==> config.mk <==
export PLATFORM = sky130hd
export DESIGN_NAME = limit_switch_hysteresis_alarm_unit_flat
export DESIGN_NICKNAME = d
export VERILOG_FILES = /design/src/hdl/lsha_pkg.sv /design/src/hdl/lsha_in_if.sv /design/src/hdl/lsha_out_if.sv /design/src/hdl/lsha_regs.sv /design/src/hdl/lsha_ctrl.sv /design/src/hdl/lsha_dp.sv /design/src/hdl/limit_switch_hysteresis_alarm_unit.sv /design/src/flat_wrapper.sv
export SDC_FILE = /design/constraint.sdc
export NUM_CORES = 1
export LEC_CHECK = 0
export BUFFER_PORTS_ARGS = -buffer_cell sky130_fd_sc_hd__buf_2
export CORE_MARGIN = 2
export CORE_UTILIZATION = 50
export DETAILED_ROUTE_END_ITERATION = 10
export PLACE_DENSITY = 0.77
export SYNTH_ARGS = -nofsm -noshare
export SYNTH_HDL_FRONTEND = slang
export SYNTH_SLANG_ARGS = --single-unit
==> constraint.sdc <==
create_clock -name clk -period 7.5 [get_ports clk]
set_input_delay 0.375 -clock clk [delete_from_list [all_inputs] [get_ports clk]]
set_output_delay 0.375 -clock clk [all_outputs]
set_load 0.02 [all_outputs]
==> src/hdl/lsha_pkg.sv <==
// Shared types, codes and defaults for the limit switch with hysteresis and alarm unit.
// No dependencies; the register file, controller, datapath and top level take names from here by scope.
package lsha_pkg;

    // Default parameter values
    localparam int DATA_WIDTH_DEF    = 32;
    localparam int FRAC_BITS_DEF     = 16;
    localparam int COUNT_MODULUS_DEF = 10000;

    // Register map
    localparam int NUM_REGS  = 7;
    localparam int REG_IDX_W = 3;
    localparam logic [REG_IDX_W-1:0] REG_VALUE_MODE   = 3'd0;
    localparam logic [REG_IDX_W-1:0] REG_LIMIT_IS_LOW = 3'd1;
    localparam logic [REG_IDX_W-1:0] REG_ALARM_ON     = 3'd2;
    localparam logic [REG_IDX_W-1:0] REG_ALARM_MODE   = 3'd3;
    localparam logic [REG_IDX_W-1:0] REG_LIMIT_MIN    = 3'd4;
    localparam logic [REG_IDX_W-1:0] REG_LIMIT_MAX    = 3'd5;
    localparam logic [REG_IDX_W-1:0] REG_HYSTERESIS   = 3'd6;

    typedef enum logic [1:0] {
        VM_RAW   = 2'd0,
        VM_DIFF  = 2'd1,
        VM_DIV   = 2'd2,
        VM_UNDEF = 2'd3
    } lsha_value_mode_t;

    typedef enum logic [2:0] {
        AM_LEVEL   = 3'd0,
        AM_INVERSE = 3'd1,
        AM_RISE    = 3'd2,
        AM_FALL    = 3'd3,
        AM_BOTH    = 3'd4
    } lsha_alarm_mode_t;

    typedef struct packed {
        lsha_value_mode_t value_mode;
        logic             limit_is_low;
        logic             alarm_on;
        logic [2:0]       alarm_mode;
    } lsha_mode_t;

    typedef enum logic [1:0] {
        ST_IDLE   = 2'd0,
        ST_DIVIDE = 2'd1,
        ST_EVAL   = 2'd2,
        ST_COMMIT = 2'd3
    } lsha_state_t;

    typedef struct packed {
        logic load;
        logic div_step;
        logic eval;
        logic commit;
    } lsha_cmd_t;

    typedef struct packed {
        logic need_div;
        logic div_last;
        logic out_free;
    } lsha_status_t;

endpackage

==> src/hdl/lsha_in_if.sv <==
// Input channel interface: valid/ready handshake plus one tick's sample fields.
// Depends on nothing; width follows DW.
interface lsha_in_if #(
    parameter int DW = 32
);
    logic                 valid;
    logic                 ready;
    logic                 enable;
    logic signed [DW-1:0] process_value;
    logic signed [DW-1:0] reference_value;
    logic signed [DW-1:0] limit_value;

    modport source (
        output valid, enable, process_value, reference_value, limit_value,
        input  ready
    );
    modport sink (
        input  valid, enable, process_value, reference_value, limit_value,
        output ready
    );
endinterface

==> src/hdl/lsha_out_if.sv <==
// Result channel interface: valid/ready handshake plus one tick's result fields.
// Depends on nothing; widths follow DW and CW.
interface lsha_out_if #(
    parameter int DW = 32,
    parameter int CW = 14
);
    logic                 valid;
    logic                 ready;
    logic                 ok;
    logic                 violation;
    logic                 alarm;
    logic signed [DW-1:0] modified_value;
    logic [CW-1:0]        tick_count;

    modport source (
        output valid, ok, violation, alarm, modified_value, tick_count,
        input  ready
    );
    modport sink (
        input  valid, ok, violation, alarm, modified_value, tick_count,
        output ready
    );
endinterface

==> src/hdl/lsha_regs.sv <==
// APB-style configuration register file: mode fields, limit window and hysteresis.
// Depends on lsha_pkg.
module lsha_regs #(
    parameter int DW = lsha_pkg::DATA_WIDTH_DEF,
    parameter int PW = 32,
    parameter int AW = 5,
    parameter int SL = 2
) (
    input  logic                 clk,
    input  logic                 rst_n,
    input  logic                 psel,
    input  logic                 penable,
    input  logic                 pwrite,
    input  logic [AW-1:0]        paddr,
    input  logic [PW-1:0]        pwdata,
    output logic [PW-1:0]        prdata,
    output lsha_pkg::lsha_mode_t mode,
    output logic signed [DW-1:0] limit_min,
    output logic signed [DW-1:0] limit_max,
    output logic signed [DW-1:0] hysteresis
);

    localparam logic signed [DW-1:0] WMAX = {1'b0, {(DW-1){1'b1}}};
    localparam logic signed [DW-1:0] WMIN = {1'b1, {(DW-1){1'b0}}};

    lsha_pkg::lsha_mode_t        mode_reg;
    logic signed [DW-1:0]        limit_min_reg;
    logic signed [DW-1:0]        limit_max_reg;
    logic signed [DW-1:0]        hysteresis_reg;
    logic [lsha_pkg::REG_IDX_W-1:0] idx;
    logic                        wr_en;

    assign idx   = lsha_pkg::REG_IDX_W'(paddr[AW-1:SL]);
    assign wr_en = psel && penable && pwrite;

    always_ff @(posedge clk or negedge rst_n)
    begin
        if (!rst_n)
        begin
            mode_reg.value_mode   <= lsha_pkg::VM_RAW;
            mode_reg.limit_is_low <= 1'b0;
            mode_reg.alarm_on     <= 1'b0;
            mode_reg.alarm_mode   <= 3'd0;
            limit_min_reg         <= WMIN;
            limit_max_reg         <= WMAX;
            hysteresis_reg        <= '0;
        end
        else if (wr_en)
        begin
            unique case (idx)
                lsha_pkg::REG_VALUE_MODE:
                    mode_reg.value_mode <= lsha_pkg::lsha_value_mode_t'(pwdata[1:0]);
                lsha_pkg::REG_LIMIT_IS_LOW: mode_reg.limit_is_low <= pwdata[0];
                lsha_pkg::REG_ALARM_ON:     mode_reg.alarm_on     <= pwdata[0];
                lsha_pkg::REG_ALARM_MODE:   mode_reg.alarm_mode   <= pwdata[2:0];
                lsha_pkg::REG_LIMIT_MIN:    limit_min_reg         <= pwdata[DW-1:0];
                lsha_pkg::REG_LIMIT_MAX:    limit_max_reg         <= pwdata[DW-1:0];
                lsha_pkg::REG_HYSTERESIS:   hysteresis_reg        <= pwdata[DW-1:0];
                default: ;
            endcase
        end
    end

    always_comb
    begin
        unique case (idx)
            lsha_pkg::REG_VALUE_MODE:   prdata = PW'(mode_reg.value_mode);
            lsha_pkg::REG_LIMIT_IS_LOW: prdata = PW'(mode_reg.limit_is_low);
            lsha_pkg::REG_ALARM_ON:     prdata = PW'(mode_reg.alarm_on);
            lsha_pkg::REG_ALARM_MODE:   prdata = PW'(mode_reg.alarm_mode);
            lsha_pkg::REG_LIMIT_MIN:    prdata = PW'(unsigned'(limit_min_reg));
            lsha_pkg::REG_LIMIT_MAX:    prdata = PW'(unsigned'(limit_max_reg));
            lsha_pkg::REG_HYSTERESIS:   prdata = PW'(unsigned'(hysteresis_reg));
            default:                    prdata = '0;
        endcase
    end

    assign mode       = mode_reg;
    assign limit_min  = limit_min_reg;
    assign limit_max  = limit_max_reg;
    assign hysteresis = hysteresis_reg;

endmodule

==> src/hdl/lsha_ctrl.sv <==
// Controller state machine: sequences capture, division, evaluation and commit.
// Depends on lsha_pkg.
module lsha_ctrl (
    input  logic                   clk,
    input  logic                   rst_n,
    input  logic                   in_valid,
    output logic                   in_ready,
    input  lsha_pkg::lsha_status_t status,
    output lsha_pkg::lsha_cmd_t    cmd
);

    lsha_pkg::lsha_state_t state_reg;
    lsha_pkg::lsha_state_t state_next;

    always_ff @(posedge clk or negedge rst_n)
    begin
        if (!rst_n)
        begin
            state_reg <= lsha_pkg::ST_IDLE;
        end
        else
        begin
            state_reg <= state_next;
        end
    end

    always_comb
    begin
        state_next = state_reg;
        cmd        = '0;
        in_ready   = 1'b0;
        unique case (state_reg)
            lsha_pkg::ST_IDLE:
            begin
                in_ready = 1'b1;
                if (in_valid)
                begin
                    cmd.load   = 1'b1;
                    state_next = lsha_pkg::ST_DIVIDE;
                end
            end
            lsha_pkg::ST_DIVIDE:
            begin
                // skip straight through when no quotient is needed
                cmd.div_step = status.need_div;
                if (!status.need_div || status.div_last)
                begin
                    state_next = lsha_pkg::ST_EVAL;
                end
            end
            lsha_pkg::ST_EVAL:
            begin
                cmd.eval   = 1'b1;
                state_next = lsha_pkg::ST_COMMIT;
            end
            lsha_pkg::ST_COMMIT:
            begin
                // hold until the output register can take the result
                if (status.out_free)
                begin
                    cmd.commit = 1'b1;
                    state_next = lsha_pkg::ST_IDLE;
                end
            end
        endcase
    end

endmodule

==> src/hdl/lsha_dp.sv <==
// Datapath: operand capture, restoring divider, value forming, limit clamp,
// hysteresis switch, alarm generator, tick counter and output register. Uses lsha_pkg.
module lsha_dp #(
    parameter int DW            = lsha_pkg::DATA_WIDTH_DEF,
    parameter int FW            = lsha_pkg::FRAC_BITS_DEF,
    parameter int COUNT_MODULUS = lsha_pkg::COUNT_MODULUS_DEF
) (
    input  logic                   clk,
    input  logic                   rst_n,
    lsha_in_if.sink                sample,
    lsha_out_if.source             result,
    input  lsha_pkg::lsha_mode_t   mode,
    input  logic signed [DW-1:0]   limit_min,
    input  logic signed [DW-1:0]   limit_max,
    input  logic signed [DW-1:0]   hysteresis,
    input  lsha_pkg::lsha_cmd_t    cmd,
    output lsha_pkg::lsha_status_t status
);

    localparam int QW = DW + FW;
    localparam int SW = $clog2(QW);
    localparam int CW = $clog2(COUNT_MODULUS);

    localparam logic signed [DW-1:0] WMAX = {1'b0, {(DW-1){1'b1}}};
    localparam logic signed [DW-1:0] WMIN = {1'b1, {(DW-1){1'b0}}};
    localparam logic [QW-1:0] LIM_POS = QW'(WMAX);
    localparam logic [QW-1:0] LIM_NEG = {{(QW-1){1'b0}}, 1'b1} << (DW-1);

    // captured operands
    logic                 en_reg;
    logic signed [DW-1:0] pv_reg;
    logic signed [DW-1:0] ref_reg;
    logic signed [DW-1:0] lim_in_reg;
    logic                 neg_reg;
    logic [DW-1:0]        nd_reg;
    logic [QW-1:0]        quo_reg;
    logic [DW-1:0]        rem_reg;
    logic [SW-1:0]        step_reg;

    // evaluated values
    logic signed [DW-1:0] m_reg;
    logic signed [DW-1:0] s_reg;
    logic                 ok_reg;

    // block state
    logic signed [DW-1:0] held_mod_reg;
    logic                 prev_viol_reg;
    logic                 held_alarm_reg;
    logic [CW-1:0]        tick_reg;

    // output register
    logic                 out_valid_reg;
    logic                 out_ok_reg;
    logic                 out_viol_reg;
    logic                 out_alarm_reg;
    logic signed [DW-1:0] out_mod_reg;
    logic [CW-1:0]        out_tick_reg;

    logic [DW-1:0]        pv_abs;
    logic [DW-1:0]        ref_abs;
    logic [DW:0]          trial;
    logic [DW:0]          trial_diff;
    logic                 trial_ge;
    logic [QW-1:0]        quo_next;
    logic [DW-1:0]        rem_next;

    logic [DW:0]          dif;
    logic signed [DW-1:0] sub_sat;
    logic                 over;
    logic signed [DW-1:0] div_sat;
    logic signed [DW-1:0] m_next;
    logic                 ok_next;
    logic signed [DW-1:0] s_next;

    logic signed [DW:0]   m_x;
    logic signed [DW:0]   s_x;
    logic signed [DW:0]   h_x;
    logic signed [DW:0]   bnd;
    logic                 viol_next;
    logic                 alarm_next;
    logic                 ok_out;
    logic signed [DW-1:0] held_mod_next;
    logic [CW-1:0]        tick_next;

    // magnitudes for the divider
    assign pv_abs  = sample.process_value[DW-1] ? ('0 - sample.process_value)
                                                : sample.process_value;
    assign ref_abs = sample.reference_value[DW-1] ? ('0 - sample.reference_value)
                                                  : sample.reference_value;

    // one restoring step: shift in the next dividend bit, subtract if it fits
    assign trial      = {rem_reg, quo_reg[QW-1]};
    assign trial_diff = trial - {1'b0, nd_reg};
    assign trial_ge   = ~trial_diff[DW];
    assign rem_next   = trial_ge ? trial_diff[DW-1:0] : trial[DW-1:0];
    assign quo_next   = {quo_reg[QW-2:0], trial_ge};

    always_ff @(posedge clk)
    begin
        if (cmd.load)
        begin
            en_reg     <= sample.enable;
            pv_reg     <= sample.process_value;
            ref_reg    <= sample.reference_value;
            lim_in_reg <= sample.limit_value;
            neg_reg    <= sample.process_value[DW-1] ^ sample.reference_value[DW-1];
            nd_reg     <= ref_abs;
            quo_reg    <= QW'(pv_abs) << FW;
            rem_reg    <= '0;
            step_reg   <= '0;
        end
        else if (cmd.div_step)
        begin
            quo_reg  <= quo_next;
            rem_reg  <= rem_next;
            step_reg <= step_reg + 1'b1;
        end
    end

    // value forming and limit clamp
    always_comb
    begin
        dif     = {pv_reg[DW-1], pv_reg} - {ref_reg[DW-1], ref_reg};
        sub_sat = (dif[DW] != dif[DW-1]) ? (dif[DW] ? WMIN : WMAX) : dif[DW-1:0];
        over    = neg_reg ? (quo_reg > LIM_NEG) : (quo_reg > LIM_POS);
        if (over)
        begin
            div_sat = neg_reg ? WMIN : WMAX;
        end
        else
        begin
            div_sat = neg_reg ? ('0 - quo_reg[DW-1:0]) : quo_reg[DW-1:0];
        end

        ok_next = 1'b1;
        unique case (mode.value_mode)
            lsha_pkg::VM_RAW:  m_next = pv_reg;
            lsha_pkg::VM_DIFF: m_next = sub_sat;
            lsha_pkg::VM_DIV:
            begin
                if (nd_reg == '0)
                begin
                    m_next  = '0;
                    ok_next = 1'b0;
                end
                else
                begin
                    m_next = div_sat;
                end
            end
            lsha_pkg::VM_UNDEF:
            begin
                m_next  = held_mod_reg;
                ok_next = 1'b0;
            end
        endcase

        // tested first, limit_min wins an empty window only below it; else limit_max
        if (lim_in_reg < limit_min)
        begin
            s_next = limit_min;
        end
        else if (limit_max < lim_in_reg)
        begin
            s_next = limit_max;
        end
        else
        begin
            s_next = lim_in_reg;
        end
    end

    always_ff @(posedge clk)
    begin
        if (cmd.eval)
        begin
            m_reg  <= m_next;
            s_reg  <= s_next;
            ok_reg <= ok_next;
        end
    end

    // hysteresis switch and alarm generator
    always_comb
    begin
        m_x = (DW+1)'(m_reg);
        s_x = (DW+1)'(s_reg);
        h_x = (DW+1)'(hysteresis);
        bnd = mode.limit_is_low ? (s_x + h_x) : (s_x - h_x);

        viol_next = prev_viol_reg;
        if (en_reg)
        begin
            if (mode.limit_is_low)
            begin
                if (!prev_viol_reg && (m_reg < s_reg))
                begin
                    viol_next = 1'b1;
                end
                else if (prev_viol_reg && (m_x > bnd))
                begin
                    viol_next = 1'b0;
                end
            end
            else
            begin
                if (!prev_viol_reg && (s_reg < m_reg))
                begin
                    viol_next = 1'b1;
                end
                else if (prev_viol_reg && (m_x < bnd))
                begin
                    viol_next = 1'b0;
                end
            end
        end

        ok_out     = en_reg && ok_reg;
        alarm_next = held_alarm_reg;
        if (en_reg && mode.alarm_on)
        begin
            unique case (lsha_pkg::lsha_alarm_mode_t'(mode.alarm_mode))
                lsha_pkg::AM_LEVEL:   alarm_next = viol_next;
                lsha_pkg::AM_INVERSE: alarm_next = !viol_next;
                lsha_pkg::AM_RISE:    alarm_next = viol_next && !prev_viol_reg;
                lsha_pkg::AM_FALL:    alarm_next = !viol_next && prev_viol_reg;
                lsha_pkg::AM_BOTH:    alarm_next = viol_next ^ prev_viol_reg;
                default:
                begin
                    alarm_next = 1'b0;
                    ok_out     = 1'b0;
                end
            endcase
        end

        held_mod_next = en_reg ? m_reg : held_mod_reg;
        tick_next     = (tick_reg == CW'(COUNT_MODULUS - 1)) ? '0 : tick_reg + 1'b1;
    end

    always_ff @(posedge clk or negedge rst_n)
    begin
        if (!rst_n)
        begin
            held_mod_reg   <= '0;
            prev_viol_reg  <= 1'b0;
            held_alarm_reg <= 1'b0;
            tick_reg       <= '0;
            out_valid_reg  <= 1'b0;
        end
        else if (cmd.commit)
        begin
            held_mod_reg   <= held_mod_next;
            prev_viol_reg  <= viol_next;
            held_alarm_reg <= alarm_next;
            tick_reg       <= tick_next;
            out_valid_reg  <= 1'b1;
        end
        else if (result.ready)
        begin
            out_valid_reg <= 1'b0;
        end
    end

    always_ff @(posedge clk)
    begin
        if (cmd.commit)
        begin
            out_ok_reg    <= ok_out;
            out_viol_reg  <= viol_next;
            out_alarm_reg <= alarm_next;
            out_mod_reg   <= held_mod_next;
            out_tick_reg  <= tick_next;
        end
    end

    assign result.valid          = out_valid_reg;
    assign result.ok             = out_ok_reg;
    assign result.violation      = out_viol_reg;
    assign result.alarm          = out_alarm_reg;
    assign result.modified_value = out_mod_reg;
    assign result.tick_count     = out_tick_reg;

    assign status.need_div = en_reg && (mode.value_mode == lsha_pkg::VM_DIV)
                             && (nd_reg != '0);
    assign status.div_last = (step_reg == SW'(QW - 1));
    assign status.out_free = !out_valid_reg || result.ready;

endmodule

==> src/hdl/limit_switch_hysteresis_alarm_unit.sv <==
// Top level of the limit switch with hysteresis and alarm unit.
// Instantiates lsha_regs, lsha_ctrl and lsha_dp; uses lsha_pkg, lsha_in_if, lsha_out_if.
//
// Each transaction on the sample channel is one control tick and yields exactly one
// transaction on the result channel. When enable is set, the process value is taken
// raw, minus the reference (saturated) or divided by the reference (Q-format quotient,
// truncated toward zero, saturated); the limit is clamped to [limit_min, limit_max],
// with limit_max winning on an empty window unless the limit lies below limit_min,
// and a low or high limit switch with hysteresis updates the violation flag. With
// alarm_on the alarm follows the flag level, its inverse, or pulses on rising,
// falling or both edges. A disabled tick only advances the tick counter, which
// wraps at COUNT_MODULUS. The block takes one tick at a time. An enabled tick in divide
// mode with a nonzero reference runs the restoring divider, which resolves one
// quotient bit per cycle in its divide state; every other tick skips the
// division. A finished result waits in the output register
// while the next tick is accepted and worked on; only its commit waits for the
// result slot. Configure through the APB-style port only while the block is idle;
// register i sits at byte address 4*i (8*i when DATA_WIDTH exceeds 32), pready is
// tied high and reads return the stored value zero-extended.
module limit_switch_hysteresis_alarm_unit #(
    parameter int  DATA_WIDTH    = lsha_pkg::DATA_WIDTH_DEF,
    parameter int  FRAC_BITS     = lsha_pkg::FRAC_BITS_DEF,
    parameter int  COUNT_MODULUS = lsha_pkg::COUNT_MODULUS_DEF,
    localparam int PW            = (DATA_WIDTH > 32) ? 64 : 32,
    localparam int SL            = (DATA_WIDTH > 32) ? 3 : 2,
    localparam int AW            = $clog2(lsha_pkg::NUM_REGS << SL)
) (
    input  logic          clk,
    input  logic          rst_n,
    lsha_in_if.sink       sample,
    lsha_out_if.source    result,
    input  logic          psel,
    input  logic          penable,
    input  logic          pwrite,
    input  logic [AW-1:0] paddr,
    input  logic [PW-1:0] pwdata,
    output logic [PW-1:0] prdata,
    output logic          pready
);

    lsha_pkg::lsha_mode_t         mode;
    logic signed [DATA_WIDTH-1:0] limit_min;
    logic signed [DATA_WIDTH-1:0] limit_max;
    logic signed [DATA_WIDTH-1:0] hysteresis;
    lsha_pkg::lsha_cmd_t          cmd;
    lsha_pkg::lsha_status_t       status;
    logic                         in_ready;

    // zero-wait-state register port
    assign pready = 1'b1;

    lsha_regs #(
        .DW (DATA_WIDTH),
        .PW (PW),
        .AW (AW),
        .SL (SL)
    ) u_regs (
        .clk        (clk),
        .rst_n      (rst_n),
        .psel       (psel),
        .penable    (penable),
        .pwrite     (pwrite),
        .paddr      (paddr),
        .pwdata     (pwdata),
        .prdata     (prdata),
        .mode       (mode),
        .limit_min  (limit_min),
        .limit_max  (limit_max),
        .hysteresis (hysteresis)
    );

    // controller owns the sample-side handshake
    lsha_ctrl u_ctrl (
        .clk      (clk),
        .rst_n    (rst_n),
        .in_valid (sample.valid),
        .in_ready (in_ready),
        .status   (status),
        .cmd      (cmd)
    );

    assign sample.ready = in_ready;

    // datapath captures the sample payload and drives the result channel
    lsha_dp #(
        .DW            (DATA_WIDTH),
        .FW            (FRAC_BITS),
        .COUNT_MODULUS (COUNT_MODULUS)
    ) u_dp (
        .clk        (clk),
        .rst_n      (rst_n),
        .sample     (sample),
        .result     (result),
        .mode       (mode),
        .limit_min  (limit_min),
        .limit_max  (limit_max),
        .hysteresis (hysteresis),
        .cmd        (cmd),
        .status     (status)
    );

endmodule
==> src/flat_wrapper.sv <==
// flat-port wrapper written by rule: the top's interface ports become plain ports
module limit_switch_hysteresis_alarm_unit_flat 
#(
    parameter int  DATA_WIDTH    = lsha_pkg::DATA_WIDTH_DEF,
    parameter int  FRAC_BITS     = lsha_pkg::FRAC_BITS_DEF,
    parameter int  COUNT_MODULUS = lsha_pkg::COUNT_MODULUS_DEF,
    localparam int PW            = (DATA_WIDTH > 32) ? 64 : 32,
    localparam int SL            = (DATA_WIDTH > 32) ? 3 : 2,
    localparam int AW            = $clog2(lsha_pkg::NUM_REGS << SL)
)
  (clk, rst_n, psel, penable, pwrite, paddr, pwdata, prdata, pready, sample_valid, sample_enable, sample_process_value, sample_reference_value, sample_limit_value, sample_ready, result_valid, result_ok, result_violation, result_alarm, result_modified_value, result_tick_count, result_ready);
  lsha_in_if sample_i ();
  lsha_out_if result_i ();
  input  logic clk;
  input  logic rst_n;
  input  logic psel;
  input  logic penable;
  input  logic pwrite;
  input  logic [AW-1:0] paddr;
  input  logic [PW-1:0] pwdata;
  output logic [PW-1:0] prdata;
  output logic pready;
  input wire logic [$bits(sample_i.valid)-1:0] sample_valid;
  input wire logic [$bits(sample_i.enable)-1:0] sample_enable;
  input wire logic [$bits(sample_i.process_value)-1:0] sample_process_value;
  input wire logic [$bits(sample_i.reference_value)-1:0] sample_reference_value;
  input wire logic [$bits(sample_i.limit_value)-1:0] sample_limit_value;
  output wire logic [$bits(sample_i.ready)-1:0] sample_ready;
  output wire logic [$bits(result_i.valid)-1:0] result_valid;
  output wire logic [$bits(result_i.ok)-1:0] result_ok;
  output wire logic [$bits(result_i.violation)-1:0] result_violation;
  output wire logic [$bits(result_i.alarm)-1:0] result_alarm;
  output wire logic [$bits(result_i.modified_value)-1:0] result_modified_value;
  output wire logic [$bits(result_i.tick_count)-1:0] result_tick_count;
  input wire logic [$bits(result_i.ready)-1:0] result_ready;
  assign sample_i.valid = sample_valid;
  assign sample_i.enable = sample_enable;
  assign sample_i.process_value = sample_process_value;
  assign sample_i.reference_value = sample_reference_value;
  assign sample_i.limit_value = sample_limit_value;
  assign sample_ready = sample_i.ready;
  assign result_valid = result_i.valid;
  assign result_ok = result_i.ok;
  assign result_violation = result_i.violation;
  assign result_alarm = result_i.alarm;
  assign result_modified_value = result_i.modified_value;
  assign result_tick_count = result_i.tick_count;
  assign result_i.ready = result_ready;
  limit_switch_hysteresis_alarm_unit #(.DATA_WIDTH(DATA_WIDTH), .FRAC_BITS(FRAC_BITS), .COUNT_MODULUS(COUNT_MODULUS)) u_core (.clk(clk), .rst_n(rst_n), .sample(sample_i), .result(result_i), .psel(psel), .penable(penable), .pwrite(pwrite), .paddr(paddr), .pwdata(pwdata), .prdata(prdata), .pready(pready));
endmodule
==> run summary <==
Ys Warns -> 0
Peak VDD IR -> 0.292 mV
Post-Place Setup Slack -> 83.8 ps
critical path class -> reg -> reg
routed vias -> 25,700
Syn-to-layout area delta -> 15.3%
Syn Std Cell Area -> 31,200 um^2
Final Max Slew Viols -> 0
initial antenna violation count -> 0
CTS sink count -> 483
# port buffers -> 221
TNS Setup -> 0 ps
Core Area -> 61,700 um^2
Setup crit end kind -> flop
DR pass1 iterations -> 5
post-synthesis cell type count -> 86
pwr dens -> 382 nW/um^2
R2R cell count -> 35
synthesized netlist net count -> 3,543
average footprint of a synthesized cell -> 9.88 um^2
final setup vio count -> 0
commonest non-fill, non-tap cell in the layout -> edfxtp_1
Max-slew headroom -> 24.5%
initial core utilization -> 50.6%
number of placed I/O pins -> 225
Tcrit/Tclk final -> 94.1%
Primary FF master, synth -> edfxtp_1
number of buffers created by CTS -> 53
hold depth -> 3
HP Class -> in -> reg
post-DR wirelength/cell -> 20.1 um
Hold Vio Cnt, Final -> 0
initial detailed-routing violation count -> 2,430
nature of the critical path startpoint -> flop
Post-synth EDFFs -> 275
Nets -> 3,809
number of max-cap violations -> 0
DIE WIDTH -> 254 um
Final GP Congestion -> 0.940
vias in the first global route -> 24,200
CP most frequent cell -> buf_4
Clock Latency Late Sink -> 630 ps
Die Y -> 254 um
hold endpoint -> u_core.u_regs.limit_min[27]
TritonCTS clock tree -> done
first-pass GRT wire length -> 134,000 um
status -> finished clean
reg2reg end -> u_core.u_dp.result.alarm
max reg flops -> 48
Arrival @ worst endpoint -> 7400 ps
setup ws final -> 444 ps
highest clock rate -> 0.142 GHz
Yosys reg bits -> 483
Total Wirelength -> 86,700 um
H-tree lvl count -> 2
Root Driver -> clkbuf_16
post-synthesis sequential area ratio -> 42.4%
Die Area -> 64,500 um^2
crit-path max FO -> 5
R2R Path Start -> u_core.u_regs.hysteresis[5]
CP required -> 7840 ps
largest net degree at the start of global routing -> 111
Leakage -> 15.4 nW
vias per inst -> 5.96
post-DP HPWL -> 62,600 um
Post-Syn Instances -> 3,163
Post-route DRC -> 0
slowest library cell on the worst path -> or4_1
layout cell share with drive strength beyond 1 -> 16.6%
CTS Buffer Depth -> 3
Setup Skew -> 34.8 ps
Post-DRT Antenna Nets -> 0
Async S/R FF share, synth -> 31.9%
FF-to-FF setup slack -> 440 ps
worst slew pin tran -> 1120 ps
most frequent cells in the layout -> edfxtp_1 (275), nand2_1 (233), ha_1 (233)
CP max stage delay -> 480 ps
gr ovfl total -> 0
number of cell rows -> 91
total track usage -> 26.4%
minimum clock period -> 7060 ps
clock slew at the register clock pins of the worst setup and hold paths -> 60 ps
hold_sp -> pwdata[27]
synthesized netlist by cell type, drive strengths merged (95+ instances only):
master | count | share of area (%)
nor2 | 176 | 2.1
ha | 236 | 9.5
inv | 230 | 2.8
mux2i | 124 | 4.0
clkbuf | 95 | 1.1
nand2 | 235 | 2.8
mux2 | 134 | 4.8
xor2 | 95 | 2.7
dfrtp | 122 | 9.8
o21ai | 222 | 3.6
edfxtp | 275 | 26
a21oi | 232 | 3.7
final cells by class:
class / instances / area (um^2)
timing repair buffer: 337 / 2170
inverter: 231 / 873
tap: 837 / 1050
multi-input combinational: 2323 / 16900
fill: 5215 / 25700
antenna: 1 / 2.50
clock inverter: 25 / 292
clock buffer: 75 / 1540
sequential: 483 / 13200
kinds of logic (layout without fill, tap and decap cells):
logic type	count (synthesis)	after routing	synth area share [%]
and+or+nand+nor	824	824	13.0
AOI/OAI and AO/OA	814	814	16.5
DFF	483	483	42.4
buffers and inverters	357	668	4.32
muxes	259	259	8.88
adders and majority gates	239	239	9.65
xor gates and xnor gates	186	186	5.22
other	1	2	0.0120
worst max-delay path by stage:
stage	startpoint	slack (ps)	end	depth (start not counted)
6_report	u_core.u_regs.hysteresis[5]	440	u_core.u_dp.result.alarm	35
4_1_cts	u_core.u_regs.hysteresis[5]	30	u_core.u_dp.result.alarm	35
3_5_place_dp	u_core.u_regs.hysteresis[5]	80	u_core.u_dp.result.alarm	35
2_1_floorplan	u_core.u_regs.hysteresis[5]	740	u_core.u_dp.result.alarm	32
5_1_grt	u_core.u_regs.hysteresis[5]	-10	u_core.u_dp.result.alarm	34
3_3_place_gp	u_core.u_regs.hysteresis[5]	160	u_core.u_dp.result.alarm	35
what timing repair did:
item / CTS / global route
setup endpoints to repair: 0 / 2
setup buffers: 0 / 4
endpoints found under the hold margin: 136 / 0
resized for setup: 0 / 36
hold buffers: 75 / 0
metal layers:
| metal | GRT usage (%) | share of wire, % | vias up |
|---|---|---|---|
| met4 | 9.87 | 3.9 | 0 |
| met2 | 42.5 | 46 | 916 |
| met5 | 0 | 0 | - |
| met1 | 36.5 | 44 | 12400 |
| li1 | - | - | 12200 |
| met3 | 3.39 | 6.2 | 196 |
power breakdown:
part | internal [mW] | total [mW] | switching (mW) | leakage (nW)
clock network | 1.61 | 2.74 | 1.13 | 0.899
registers | 3.79 | 4.49 | 0.698 | 4.84
logic | 2.72 | 6.54 | 3.82 | 9.68
critical path: cells and delay by family (launching register included):
family	cells	cell delay [ps]
AOI/OAI and AO/OA	14	2490
xor gates and xnor gates	1	160
muxes	2	440
buffers and inverters	4	610
and+or+nand+nor	11	1810
DFF	1	430
adders and majority gates	3	880
per-stage QoR:
stage / cells / total power [mW] / instance area, um^2 / hold WS (ps) / util (%)
finish: 4312 / 13.8 / 36000 / 17.6 / 58.4
global route: 4311 / 14.7 / 36000 / 7.55 / 58.4
CTS: 4307 / 13.6 / 35800 / 0.0933 / 58.1
detailed placement: 4132 / 10.8 / 33300 / 472 / 53.9
global placement: 4132 / 10.6 / 33300 / 468 / 53.9
floorplan: 3163 / 9.01 / 31200 / 79.4 / -
(Power assumes the default switching activity.)
